### src/can_address_claim_controller_assert.svh
// ----------------------------------------------------------------------------
// can_address_claim_controller_assert.svh
// assertion macros shared by the address-claim controller modules
// ----------------------------------------------------------------------------
`ifndef CAN_ADDRESS_CLAIM_CONTROLLER_ASSERT_SVH
`define CAN_ADDRESS_CLAIM_CONTROLLER_ASSERT_SVH

`ifndef ASSERT_OFF

// property checked on every clock edge outside reset
`define CACC_ASSERT(lbl, clk, rst_n, prop, msg) \
	lbl: assert property (@(posedge clk) disable iff (!rst_n) prop) \
		else $error(msg);

// condition that must never be seen outside reset
`define CACC_ASSERT_NEVER(lbl, clk, rst_n, cond, msg) \
	lbl: assert property (@(posedge clk) disable iff (!rst_n) !(cond)) \
		else $error(msg);

`else

`define CACC_ASSERT(lbl, clk, rst_n, prop, msg)
`define CACC_ASSERT_NEVER(lbl, clk, rst_n, cond, msg)

`endif

`endif

### src/cacc_pkg.sv
// ----------------------------------------------------------------------------
// cacc_pkg
// types and constants of the address-claim controller
// ----------------------------------------------------------------------------
package cacc_pkg;

	localparam int unsigned MaxPreferred = 8;
	localparam int unsigned IdxW = $clog2(MaxPreferred);
	localparam int unsigned CntW = IdxW + 1;

	localparam logic [7:0]  ADDR_INVALID   = 8'd254;
	localparam logic [7:0]  ADDR_BROADCAST = 8'd255;
	localparam logic [17:0] CLAIM_GROUP    = 18'h0EE00;
	localparam logic [15:0] TIMEOUT_RESET  = 16'd250;

	// input opcodes
	localparam logic [1:0] OP_TICK    = 2'd0;
	localparam logic [1:0] OP_START   = 2'd1;
	localparam logic [1:0] OP_CLAIM   = 2'd2;
	localparam logic [1:0] OP_REQUEST = 2'd3;

	// result kinds
	localparam logic KIND_CLAIM   = 1'b0;
	localparam logic KIND_ADDRESS = 1'b1;

	// configuration register indexes
	localparam logic [1:0] REG_OWN_NAME  = 2'd0;
	localparam logic [1:0] REG_PREF_ADDR = 2'd1;
	localparam logic [1:0] REG_PREF_CNT  = 2'd2;
	localparam logic [1:0] REG_TIMEOUT   = 2'd3;

	typedef struct packed {
		logic [1:0]  opcode;
		logic [7:0]  src_address;
		logic [7:0]  dst_address;
		logic [63:0] peer_name;
		logic [17:0] requested_group;
	} item_t;

	typedef struct packed {
		logic [63:0]     own_name;
		logic [63:0]     pref_addrs;
		logic [CntW-1:0] eff_count;
		logic [15:0]     timeout;
	} cfg_t;

	// up to two results of one item
	typedef struct packed {
		logic [1:0] n;
		logic       kind0;
		logic [7:0] addr0;
		logic       kind1;
		logic [7:0] addr1;
	} res_t;

endpackage

### src/cacc_item_if.sv
// ----------------------------------------------------------------------------
// cacc_item_if
// input channel: received frames, ticks and start commands
// ----------------------------------------------------------------------------
interface cacc_item_if;
	logic        valid;
	logic        ready;
	logic [1:0]  opcode;
	logic [7:0]  src_address;
	logic [7:0]  dst_address;
	logic [63:0] peer_name;
	logic [17:0] requested_group;

	modport source (
		output valid, opcode, src_address, dst_address, peer_name, requested_group,
		input  ready
	);
	modport sink (
		input  valid, opcode, src_address, dst_address, peer_name, requested_group,
		output ready
	);
endinterface

### src/cacc_result_if.sv
// ----------------------------------------------------------------------------
// cacc_result_if
// output channel: claim frames to send and held address changes
// ----------------------------------------------------------------------------
interface cacc_result_if;
	logic       valid;
	logic       ready;
	logic       kind;
	logic [7:0] address;
	logic       last;

	modport source (
		output valid, kind, address, last,
		input  ready
	);
	modport sink (
		input  valid, kind, address, last,
		output ready
	);
endinterface

### src/cacc_cfg.sv
// ----------------------------------------------------------------------------
// cacc_cfg
// configuration registers and effective preferred-list length
// ----------------------------------------------------------------------------
module cacc_cfg (
	input  logic                clk,
	input  logic                arst_n,
	input  logic                cfg_we,
	input  logic [1:0]          cfg_index,
	input  logic [63:0]         cfg_data,
	output cacc_pkg::cfg_t      cfg
);

	logic [63:0] own_name_q;
	logic [63:0] pref_addrs_q;
	logic [3:0]  pref_cnt_q;
	logic [15:0] timeout_q;

	always_ff @(posedge clk or negedge arst_n) begin
		if (!arst_n) begin
			own_name_q   <= '0;
			pref_addrs_q <= '0;
			pref_cnt_q   <= 4'd1;
			timeout_q    <= cacc_pkg::TIMEOUT_RESET;
		end else if (cfg_we) begin
			unique case (cfg_index)
				cacc_pkg::REG_OWN_NAME:  own_name_q   <= cfg_data;
				cacc_pkg::REG_PREF_ADDR: pref_addrs_q <= cfg_data;
				cacc_pkg::REG_PREF_CNT:  pref_cnt_q   <= cfg_data[3:0];
				cacc_pkg::REG_TIMEOUT:   timeout_q    <= cfg_data[15:0];
				default: ;
			endcase
		end
	end

	// zero acts as one, anything above the list size saturates
	always_comb begin
		cfg.own_name   = own_name_q;
		cfg.pref_addrs = pref_addrs_q;
		cfg.timeout    = timeout_q;
		if (pref_cnt_q == 4'd0)
			cfg.eff_count = cacc_pkg::CntW'(1);
		else if (pref_cnt_q > 4'(cacc_pkg::MaxPreferred))
			cfg.eff_count = cacc_pkg::CntW'(cacc_pkg::MaxPreferred);
		else
			cfg.eff_count = pref_cnt_q[cacc_pkg::CntW-1:0];
	end

endmodule

### src/cacc_core.sv
// ----------------------------------------------------------------------------
// cacc_core
// claim state and its combinational update for one item
// ----------------------------------------------------------------------------
`include "can_address_claim_controller_assert.svh"

module cacc_core (
	input  logic                clk,
	input  logic                arst_n,
	input  logic                fire,
	input  cacc_pkg::item_t     item,
	input  cacc_pkg::cfg_t      cfg,
	output cacc_pkg::res_t      res
);

	localparam logic [1:0] PH_IDLE     = 2'd0;
	localparam logic [1:0] PH_CLAIMING = 2'd1;
	localparam logic [1:0] PH_HOLDING  = 2'd2;

	localparam int unsigned IdxW = cacc_pkg::IdxW;
	localparam int unsigned CntW = cacc_pkg::CntW;

	logic [1:0]      phase_q, phase_d;
	logic [7:0]      held_q, held_d;
	logic [7:0]      cand_q, cand_d;
	logic [IdxW-1:0] rot_q, rot_d;
	logic [3:0]      att_q, att_d;
	logic [15:0]     wait_q, wait_d;

	logic [IdxW-1:0] idx;
	logic [CntW-1:0] idx_inc;
	logic [IdxW-1:0] rot_adv;
	logic [7:0]      next_addr;
	logic            name_wins;
	logic            do_start;
	logic            do_next;
	logic [3:0]      att_base;

	always_comb begin
		idx       = ({1'b0, rot_q} >= cfg.eff_count) ? '0 : rot_q;
		idx_inc   = {1'b0, idx} + CntW'(1);
		rot_adv   = (idx_inc >= cfg.eff_count) ? '0 : idx_inc[IdxW-1:0];
		next_addr = cfg.pref_addrs[{idx, 3'b000} +: 8];
		name_wins = cfg.own_name < item.peer_name;
	end

	always_comb begin
		phase_d  = phase_q;
		held_d   = held_q;
		cand_d   = cand_q;
		rot_d    = rot_q;
		att_d    = att_q;
		wait_d   = wait_q;
		res      = '0;
		do_start = 1'b0;
		do_next  = 1'b0;

		if (item.opcode == cacc_pkg::OP_START) begin
			do_start = 1'b1;
		end else if (phase_q == PH_CLAIMING) begin
			if (item.opcode == cacc_pkg::OP_TICK) begin
				if (wait_q <= 16'd1) begin
					wait_d    = '0;
					held_d    = cand_q;
					phase_d   = PH_HOLDING;
					res.n     = 2'd1;
					res.kind0 = cacc_pkg::KIND_ADDRESS;
					res.addr0 = cand_q;
				end else begin
					wait_d = wait_q - 16'd1;
				end
			end else if (item.opcode == cacc_pkg::OP_CLAIM) begin
				if (item.src_address == cand_q) begin
					if (name_wins) begin
						wait_d    = cfg.timeout;
						res.n     = 2'd1;
						res.kind0 = cacc_pkg::KIND_CLAIM;
						res.addr0 = cand_q;
					end else if (4'(cfg.eff_count) > att_q) begin
						do_next = 1'b1;
					end else begin
						// every address lost: cannot-claim frame
						phase_d   = PH_HOLDING;
						held_d    = cacc_pkg::ADDR_INVALID;
						res.n     = 2'd1;
						res.kind0 = cacc_pkg::KIND_CLAIM;
						res.addr0 = cacc_pkg::ADDR_INVALID;
					end
				end else begin
					wait_d = cfg.timeout;
				end
			end
		end else if (phase_q == PH_HOLDING) begin
			if (item.opcode == cacc_pkg::OP_REQUEST) begin
				if (item.requested_group == cacc_pkg::CLAIM_GROUP &&
					(item.dst_address == cacc_pkg::ADDR_BROADCAST ||
					item.dst_address == held_q)) begin
					res.n     = 2'd1;
					res.kind0 = cacc_pkg::KIND_CLAIM;
					res.addr0 = held_q;
				end
			end else if (item.opcode == cacc_pkg::OP_CLAIM) begin
				if (item.src_address != cacc_pkg::ADDR_INVALID &&
					item.src_address == held_q) begin
					if (name_wins) begin
						res.n     = 2'd1;
						res.kind0 = cacc_pkg::KIND_CLAIM;
						res.addr0 = held_q;
					end else begin
						do_start = 1'b1;
					end
				end
			end
		end

		// restart: report invalid address, then claim the next candidate; next: claim it alone
		att_base = do_start ? 4'd0 : att_q;
		if (do_start) begin
			held_d    = cacc_pkg::ADDR_INVALID;
			res.n     = 2'd2;
			res.kind0 = cacc_pkg::KIND_ADDRESS;
			res.addr0 = cacc_pkg::ADDR_INVALID;
			res.kind1 = cacc_pkg::KIND_CLAIM;
			res.addr1 = next_addr;
		end else if (do_next) begin
			res.n     = 2'd1;
			res.kind0 = cacc_pkg::KIND_CLAIM;
			res.addr0 = next_addr;
		end
		if (do_start || do_next) begin
			cand_d  = next_addr;
			rot_d   = rot_adv;
			att_d   = att_base + 4'd1;
			wait_d  = cfg.timeout;
			phase_d = PH_CLAIMING;
		end
	end

	always_ff @(posedge clk or negedge arst_n) begin
		if (!arst_n) begin
			phase_q <= PH_IDLE;
			held_q  <= cacc_pkg::ADDR_INVALID;
			cand_q  <= '0;
			rot_q   <= '0;
			att_q   <= '0;
			wait_q  <= '0;
		end else if (fire) begin
			phase_q <= phase_d;
			held_q  <= held_d;
			cand_q  <= cand_d;
			rot_q   <= rot_d;
			att_q   <= att_d;
			wait_q  <= wait_d;
		end
	end

	`CACC_ASSERT_NEVER(a_phase_code, clk, arst_n, phase_q == 2'd3, "unused phase code reached")
	`CACC_ASSERT(a_idle_invalid, clk, arst_n, (phase_q == PH_IDLE) |-> (held_q == cacc_pkg::ADDR_INVALID), "idle with a held address")
	`CACC_ASSERT(a_held_on_fire, clk, arst_n, !$stable(held_q) |-> $past(fire), "held address changed without an item")

endmodule

### src/cacc_out.sv
// ----------------------------------------------------------------------------
// cacc_out
// two-entry result register that drains one beat per cycle while ready is high
// ----------------------------------------------------------------------------
`include "can_address_claim_controller_assert.svh"

module cacc_out (
	input  logic                clk,
	input  logic                arst_n,
	input  logic                load,
	input  cacc_pkg::res_t      res,
	output logic                room,
	cacc_result_if.source       result
);

	logic [1:0] cnt_q;
	logic       kind0_q, kind1_q;
	logic [7:0] addr0_q, addr1_q;
	logic       pop;

	assign pop  = result.valid && result.ready;
	// a new item may load only once the previous one's beats are gone
	assign room = (cnt_q == 2'd0) || (cnt_q == 2'd1 && result.ready);

	always_ff @(posedge clk or negedge arst_n) begin
		if (!arst_n) begin
			cnt_q <= '0;
		end else if (load) begin
			cnt_q <= res.n;
		end else if (pop) begin
			cnt_q <= cnt_q - 2'd1;
		end
	end

	always_ff @(posedge clk) begin
		if (load) begin
			kind0_q <= res.kind0;
			addr0_q <= res.addr0;
			kind1_q <= res.kind1;
			addr1_q <= res.addr1;
		end else if (pop) begin
			kind0_q <= kind1_q;
			addr0_q <= addr1_q;
		end
	end

	assign result.valid   = cnt_q != 2'd0;
	assign result.kind    = kind0_q;
	assign result.address = addr0_q;
	assign result.last    = cnt_q == 2'd1;

	`CACC_ASSERT_NEVER(a_cnt_range, clk, arst_n, cnt_q == 2'd3, "result count overflow")
	`CACC_ASSERT(a_pair_loaded, clk, arst_n, (load && res.n == 2'd2) |=> (cnt_q == 2'd2), "result pair not stored")
	`CACC_ASSERT(a_pair_held, clk, arst_n, (cnt_q == 2'd2 && !result.ready) |=> (cnt_q == 2'd2), "stalled result pair lost")

endmodule

### src/can_address_claim_controller.sv
// ----------------------------------------------------------------------------
// can_address_claim_controller
// address-claim node: claims, holds and defends a network address
// ----------------------------------------------------------------------------
// An input beat lands in an input register and is worked through
// combinationally into a two-entry result register, from which the result
// beats are offered. One input beat is taken every cycle while results are
// taken as they appear. A start, or a lost defense while holding, gives two
// result beats (invalid address, then the claim); the result register drains
// one beat per cycle while results are taken, so the input after such an item
// waits until the first of its beats has gone. Configuration writes go
// straight to registers and take effect on the next item.
module can_address_claim_controller (
	input  logic          clk,
	input  logic          arst_n,
	input  logic          cfg_we,
	input  logic [1:0]    cfg_index,
	input  logic [63:0]   cfg_data,
	cacc_item_if.sink     item,
	cacc_result_if.source result
);

	cacc_pkg::item_t item_s1;
	logic            valid_s1;
	logic            fire;
	logic            room;
	cacc_pkg::cfg_t  cfg;
	cacc_pkg::res_t  res;

	assign fire       = valid_s1 && room;
	assign item.ready = !valid_s1 || fire;

	always_ff @(posedge clk or negedge arst_n) begin
		if (!arst_n) begin
			valid_s1 <= 1'b0;
		end else if (item.ready) begin
			valid_s1 <= item.valid;
		end
	end

	always_ff @(posedge clk) begin
		if (item.valid && item.ready) begin
			item_s1.opcode          <= item.opcode;
			item_s1.src_address     <= item.src_address;
			item_s1.dst_address     <= item.dst_address;
			item_s1.peer_name       <= item.peer_name;
			item_s1.requested_group <= item.requested_group;
		end
	end

	cacc_cfg u_cfg (
		.clk       (clk),
		.arst_n    (arst_n),
		.cfg_we    (cfg_we),
		.cfg_index (cfg_index),
		.cfg_data  (cfg_data),
		.cfg       (cfg)
	);

	cacc_core u_core (
		.clk    (clk),
		.arst_n (arst_n),
		.fire   (fire),
		.item   (item_s1),
		.cfg    (cfg),
		.res    (res)
	);

	cacc_out u_out (
		.clk    (clk),
		.arst_n (arst_n),
		.load   (fire),
		.res    (res),
		.room   (room),
		.result (result)
	);

endmodule
### src/flat_wrapper.sv
// flat-port wrapper written by rule: the top's interface ports become plain ports
module can_address_claim_controller_flat 
  (clk, arst_n, cfg_we, cfg_index, cfg_data, item_valid, item_opcode, item_src_address, item_dst_address, item_peer_name, item_requested_group, item_ready, result_valid, result_kind, result_address, result_last, result_ready);
  cacc_item_if item_i ();
  cacc_result_if result_i ();
  input  logic clk;
  input  logic arst_n;
  input  logic cfg_we;
  input  logic [1:0] cfg_index;
  input  logic [63:0] cfg_data;
  input wire logic [$bits(item_i.valid)-1:0] item_valid;
  input wire logic [$bits(item_i.opcode)-1:0] item_opcode;
  input wire logic [$bits(item_i.src_address)-1:0] item_src_address;
  input wire logic [$bits(item_i.dst_address)-1:0] item_dst_address;
  input wire logic [$bits(item_i.peer_name)-1:0] item_peer_name;
  input wire logic [$bits(item_i.requested_group)-1:0] item_requested_group;
  output wire logic [$bits(item_i.ready)-1:0] item_ready;
  output wire logic [$bits(result_i.valid)-1:0] result_valid;
  output wire logic [$bits(result_i.kind)-1:0] result_kind;
  output wire logic [$bits(result_i.address)-1:0] result_address;
  output wire logic [$bits(result_i.last)-1:0] result_last;
  input wire logic [$bits(result_i.ready)-1:0] result_ready;
  assign item_i.valid = item_valid;
  assign item_i.opcode = item_opcode;
  assign item_i.src_address = item_src_address;
  assign item_i.dst_address = item_dst_address;
  assign item_i.peer_name = item_peer_name;
  assign item_i.requested_group = item_requested_group;
  assign item_ready = item_i.ready;
  assign result_valid = result_i.valid;
  assign result_kind = result_i.kind;
  assign result_address = result_i.address;
  assign result_last = result_i.last;
  assign result_i.ready = result_ready;
  can_address_claim_controller u_core (.clk(clk), .arst_n(arst_n), .cfg_we(cfg_we), .cfg_index(cfg_index), .cfg_data(cfg_data), .item(item_i), .result(result_i));
endmodule
### config.mk
export PLATFORM = sky130hd
export DESIGN_NAME = can_address_claim_controller_flat
export DESIGN_NICKNAME = d
export VERILOG_FILES = /design/src/cacc_pkg.sv /design/src/cacc_item_if.sv /design/src/cacc_result_if.sv /design/src/cacc_cfg.sv /design/src/cacc_core.sv /design/src/cacc_out.sv /design/src/can_address_claim_controller.sv /design/src/flat_wrapper.sv
export VERILOG_INCLUDE_DIRS = /design/src /design/src/src
export SDC_FILE = /design/constraint.sdc
export NUM_CORES = 1
export LEC_CHECK = 0
export BUFFER_PORTS_ARGS = -buffer_cell sky130_fd_sc_hd__buf_2
export CAP_MARGIN = 5
export CORE_MARGIN = 2
export CORE_UTILIZATION = 45
export DETAILED_ROUTE_END_ITERATION = 10
export PLACE_DENSITY = 0.67
export REMOVE_ABC_BUFFERS = 1
export SYNTH_ARGS = -nofsm -noshare
export SYNTH_HDL_FRONTEND = slang
export SYNTH_HIERARCHICAL = 1
export SYNTH_SLANG_ARGS = --single-unit
### constraint.sdc
create_clock -name clk -period 4.3 [get_ports clk]
set_clock_uncertainty 0.15 [all_clocks]
set_input_delay 0.86 -clock clk [delete_from_list [all_inputs] [get_ports clk]]
set_output_delay 0.86 -clock clk [all_outputs]
set_load 0.1 [all_outputs]
==> results.cfg <==
[drt]
drt_iter0_markers = 636
drc = 0
first_pass_iters = 5
final_antenna_net_count = 0
wl_um = 36100
wl_per_cell_um = 19.1
dr_total_vias = 10054
viasPerCell = 5.33

[die]
core_area_um2 = 34300
row_count = 68
die_y_um = 190
start_util_pct = 45.4
io_pins = 183
fp.dieArea_um2 = 36100
die_w_um = 190

[synth]
netlist_top_cells_count = dfrtp_1, mux2_4, edfxtp_1
synthCells = 1196
synthFlopType = dfrtp_1
netlist_top_cells_area = dfrtp_1, edfxtp_1, mux2_4
ys_types = 81
ys_seq_area_share_pct = 53.7
synth_most_common_cell = dfrtp_1
ys_warn_count = 6
async_flop_share_pct = 61.9
yosys.area.top_type = dfrtp_1
ys_ff_latch = 310
synth_top_area_share_pct = 28.6
synth_edf_count = 118
synth_area_um2 = 15600
syn_avg_cell_area_um2 = 13.0

[timing]
max-slew-margin-rel_pct = 26.9
worst_slew_pin_slew_ns = 1.10
fin_crit_sh_pct = 89.5
fin_setup_tns_ns = 0
rsz0062_at_grt = no
finalCriticalPeriod_ns = 3.85
fmaxAchievable_mhz = 260
slew_viol_final = 0
setup_viol = 0
hold_viol = 0
setup_ws_ns = 0.451

[cts]
clockBufferDepth = 3
post_cts_resized = 0
clk_latency_ns = 0.54
path_clk_slew_ns = 0.05
cts_max_level = 2
cts_root_buffer = clkbuf_16
postCtsSetupBuffers = 0
cts_tree = yes
clkSinkCount = 310
cts_made_buffers = 36
holdBufCountCts = 0

[finish]
nets = 1654
fin_area_um2 = 18100
n_fill_cell = 2911
fin_cells = 1885
ff_latch_area_um2 = 8370
drive_above_1_share_pct = 32.2
utilization_pct = 52.9
areaGrowthSynthToFinish_pct = 16.4
multi_input_area_um2 = 6460
antenna_cells = 0

[setup_path]
endpoint_kind = flop
crit_start = u_core/u_cfg/pref_cnt_q[0]
worstReg2RegStart = u_core/u_cfg/pref_cnt_q[0]
worstPathRequired_ns = 4.60
r2r_end = u_core/u_core/rot_q[0]
slowest_stage = dfstp_2
worst-path-max-fanout = 10
startpoint_type = flop
critPathKind = flop to flop
worstPathArrival_ns = 4.15
rr_worst_depth = 15
regToRegSetupSlack_ns = 0.45
worstPathCellList = o21ba_2 -> nor2_1 -> ha_1 -> nand2b_1 -> a21o_1 -> a21oi_1 -> o21ai_1 -> clkinv_1 -> ha_1 -> ha_1 -> a21o_1 -> a21o_1 -> a21oi_1 -> nand3_1 -> o21ai_0
cpPeakStageDelay_ns = 0.53
worstSetupEndpoint = u_core/u_core/rot_q[0]

[power]
p_per_area_nw_per_um2 = 605
irDropWorstVdd_mv = 0.792
p_leak_nw = 8.29

[global_route]
grt_first_pass_wirelength_um = 57400
grt_use_total_pct = 20.5
overflow = 0
grt_pass1_vias = 10346
grt_max_degree = 92
antenna_found_initial = 0

[place]
dp_hpwl_um = 26400
place_ws_ns = 0.542
place.gp.congestion = 0.868
dp.cells = 1820
place_area_um2 = 17000
portBuffers = 182

[run_status]
status = complete, no violations

[run]
cap_violations = 0

[worst_hold_path]
hold_class = input port to asynchronous set/reset pin
## cells in the final DEF, fill, tap and decap left out, types with 6 or more instances in the layout
master     netlist  final
a21o_1           7      7
dfrtp_1        178    178
buf_4            4     25
o211ai_1        10     10
inv_1          106    106
nand2_1         40     40
buf_2            9    181
a32oi_1          6      6
a22oi_1          8      8
nor3_1          17     17
a211oi_1        25     25
nor2_1          55     55
and3_1          19     19
o22ai_1         13     13
o31a_1           8      8
a21oi_1         69     69
clkbuf_1        14     13
mux2_4         120    120
clkbuf_16        0     38
mux2_2          38     38
nand4_1         14     14
nor2b_1          8      8
ha_1            80     80
o21ai_0         22     22
edfxtp_1       118    118
nand2b_1        16     16
dfstp_2         14     14
mux2i_1         14     14
nor4_1          16     16
mux4_2           8      8
xor2_1          24     24
nand3_1         17     17
## metal layers
metal / wire [um] / GRT usage, %
met5: 0 / 0
met4: 1030 / 7.07
met3: 1770 / 3.67
met2: 17100 / 33.3
met1: 16200 / 27.9
## report_power, final
part           leakage, nW  switching (mW)  internal (mW)
logic                 4.34            2.10           1.44
clock network        0.549            1.20           1.74
registers             3.40           0.558           3.93
## sequential cells by signal, indices dropped and copies added (netlist names), 4 cells and up
name	cells
u_core/u_core/held_q	8
u_core/u_out/addr1_q	8
u_core/u_out/result.address	8
u_core/u_core/att_q	4
u_core/item_s1	100
u_core/u_cfg/timeout_q	16
u_core/u_cfg/pref_addrs_q	64
u_core/u_cfg/pref_cnt_q	4
u_core/u_cfg/own_name_q	64
u_core/u_core/cand_q	8
u_core/u_core/wait_q	16
## logic make-up (layout without fill, tap and decap cells)
group / count (synthesis) / after routing / share of synthesized area [%]
adders and majority gates: 80 / 80 / 6.42
buffers and inverters: 151 / 385 / 4.87
DFF: 310 / 310 / 53.7
AOI/OAI and AO/OA: 207 / 207 / 8.78
and+or+nand+nor: 243 / 243 / 8.51
other: 1 / 1 / 0.0241
muxes: 180 / 180 / 16.4
xor gates and xnor gates: 24 / 24 / 1.35
## worst min path at each step
stage               cells after the start  slack, ns                     startpoint                            end
floorplan                               2       0.32       u_core/u_core/wait_q[15]       u_core/u_core/wait_q[15]
global placement                        1       0.34  u_core/u_cfg/pref_addrs_q[31]  u_core/u_cfg/pref_addrs_q[31]
detailed placement                      1       0.34   u_core/u_cfg/pref_addrs_q[1]   u_core/u_cfg/pref_addrs_q[1]
CTS                                     1       0.28                         arst_n    u_core/u_cfg/own_name_q[53]
global route                            1       0.31                         arst_n    u_core/u_cfg/own_name_q[53]
finish                                  1       0.24                         arst_n    u_core/u_cfg/own_name_q[53]
## area by class of cell
type	count	area share [%]
sequential	310	46.1
multi-input combinational	735	35.6
timing repair buffer	212	6.64
clock buffer	54	5.74
tap	455	3.14
inverter	108	2.23
clock inverter	11	0.483
## stage by stage
step / hold WS, ns / power, mW
6_report: 0.242 / 11.0
3_3_place_gp: 0.337 / 7.93
5_1_grt: 0.308 / 11.6
2_1_floorplan: 0.319 / 6.97
3_5_place_dp: 0.336 / 8.04
4_1_cts: 0.275 / 11.0
## critical path: cells and delay by family (launching register included)
family / cells / cell delay, ns
AOI/OAI and AO/OA: 8 / 1.48
adders and majority gates: 3 / 0.84
buffers and inverters: 1 / 0.37
DFF: 1 / 0.53
and+or+nand+nor: 3 / 0.39
(Power assumes the default switching activity.)
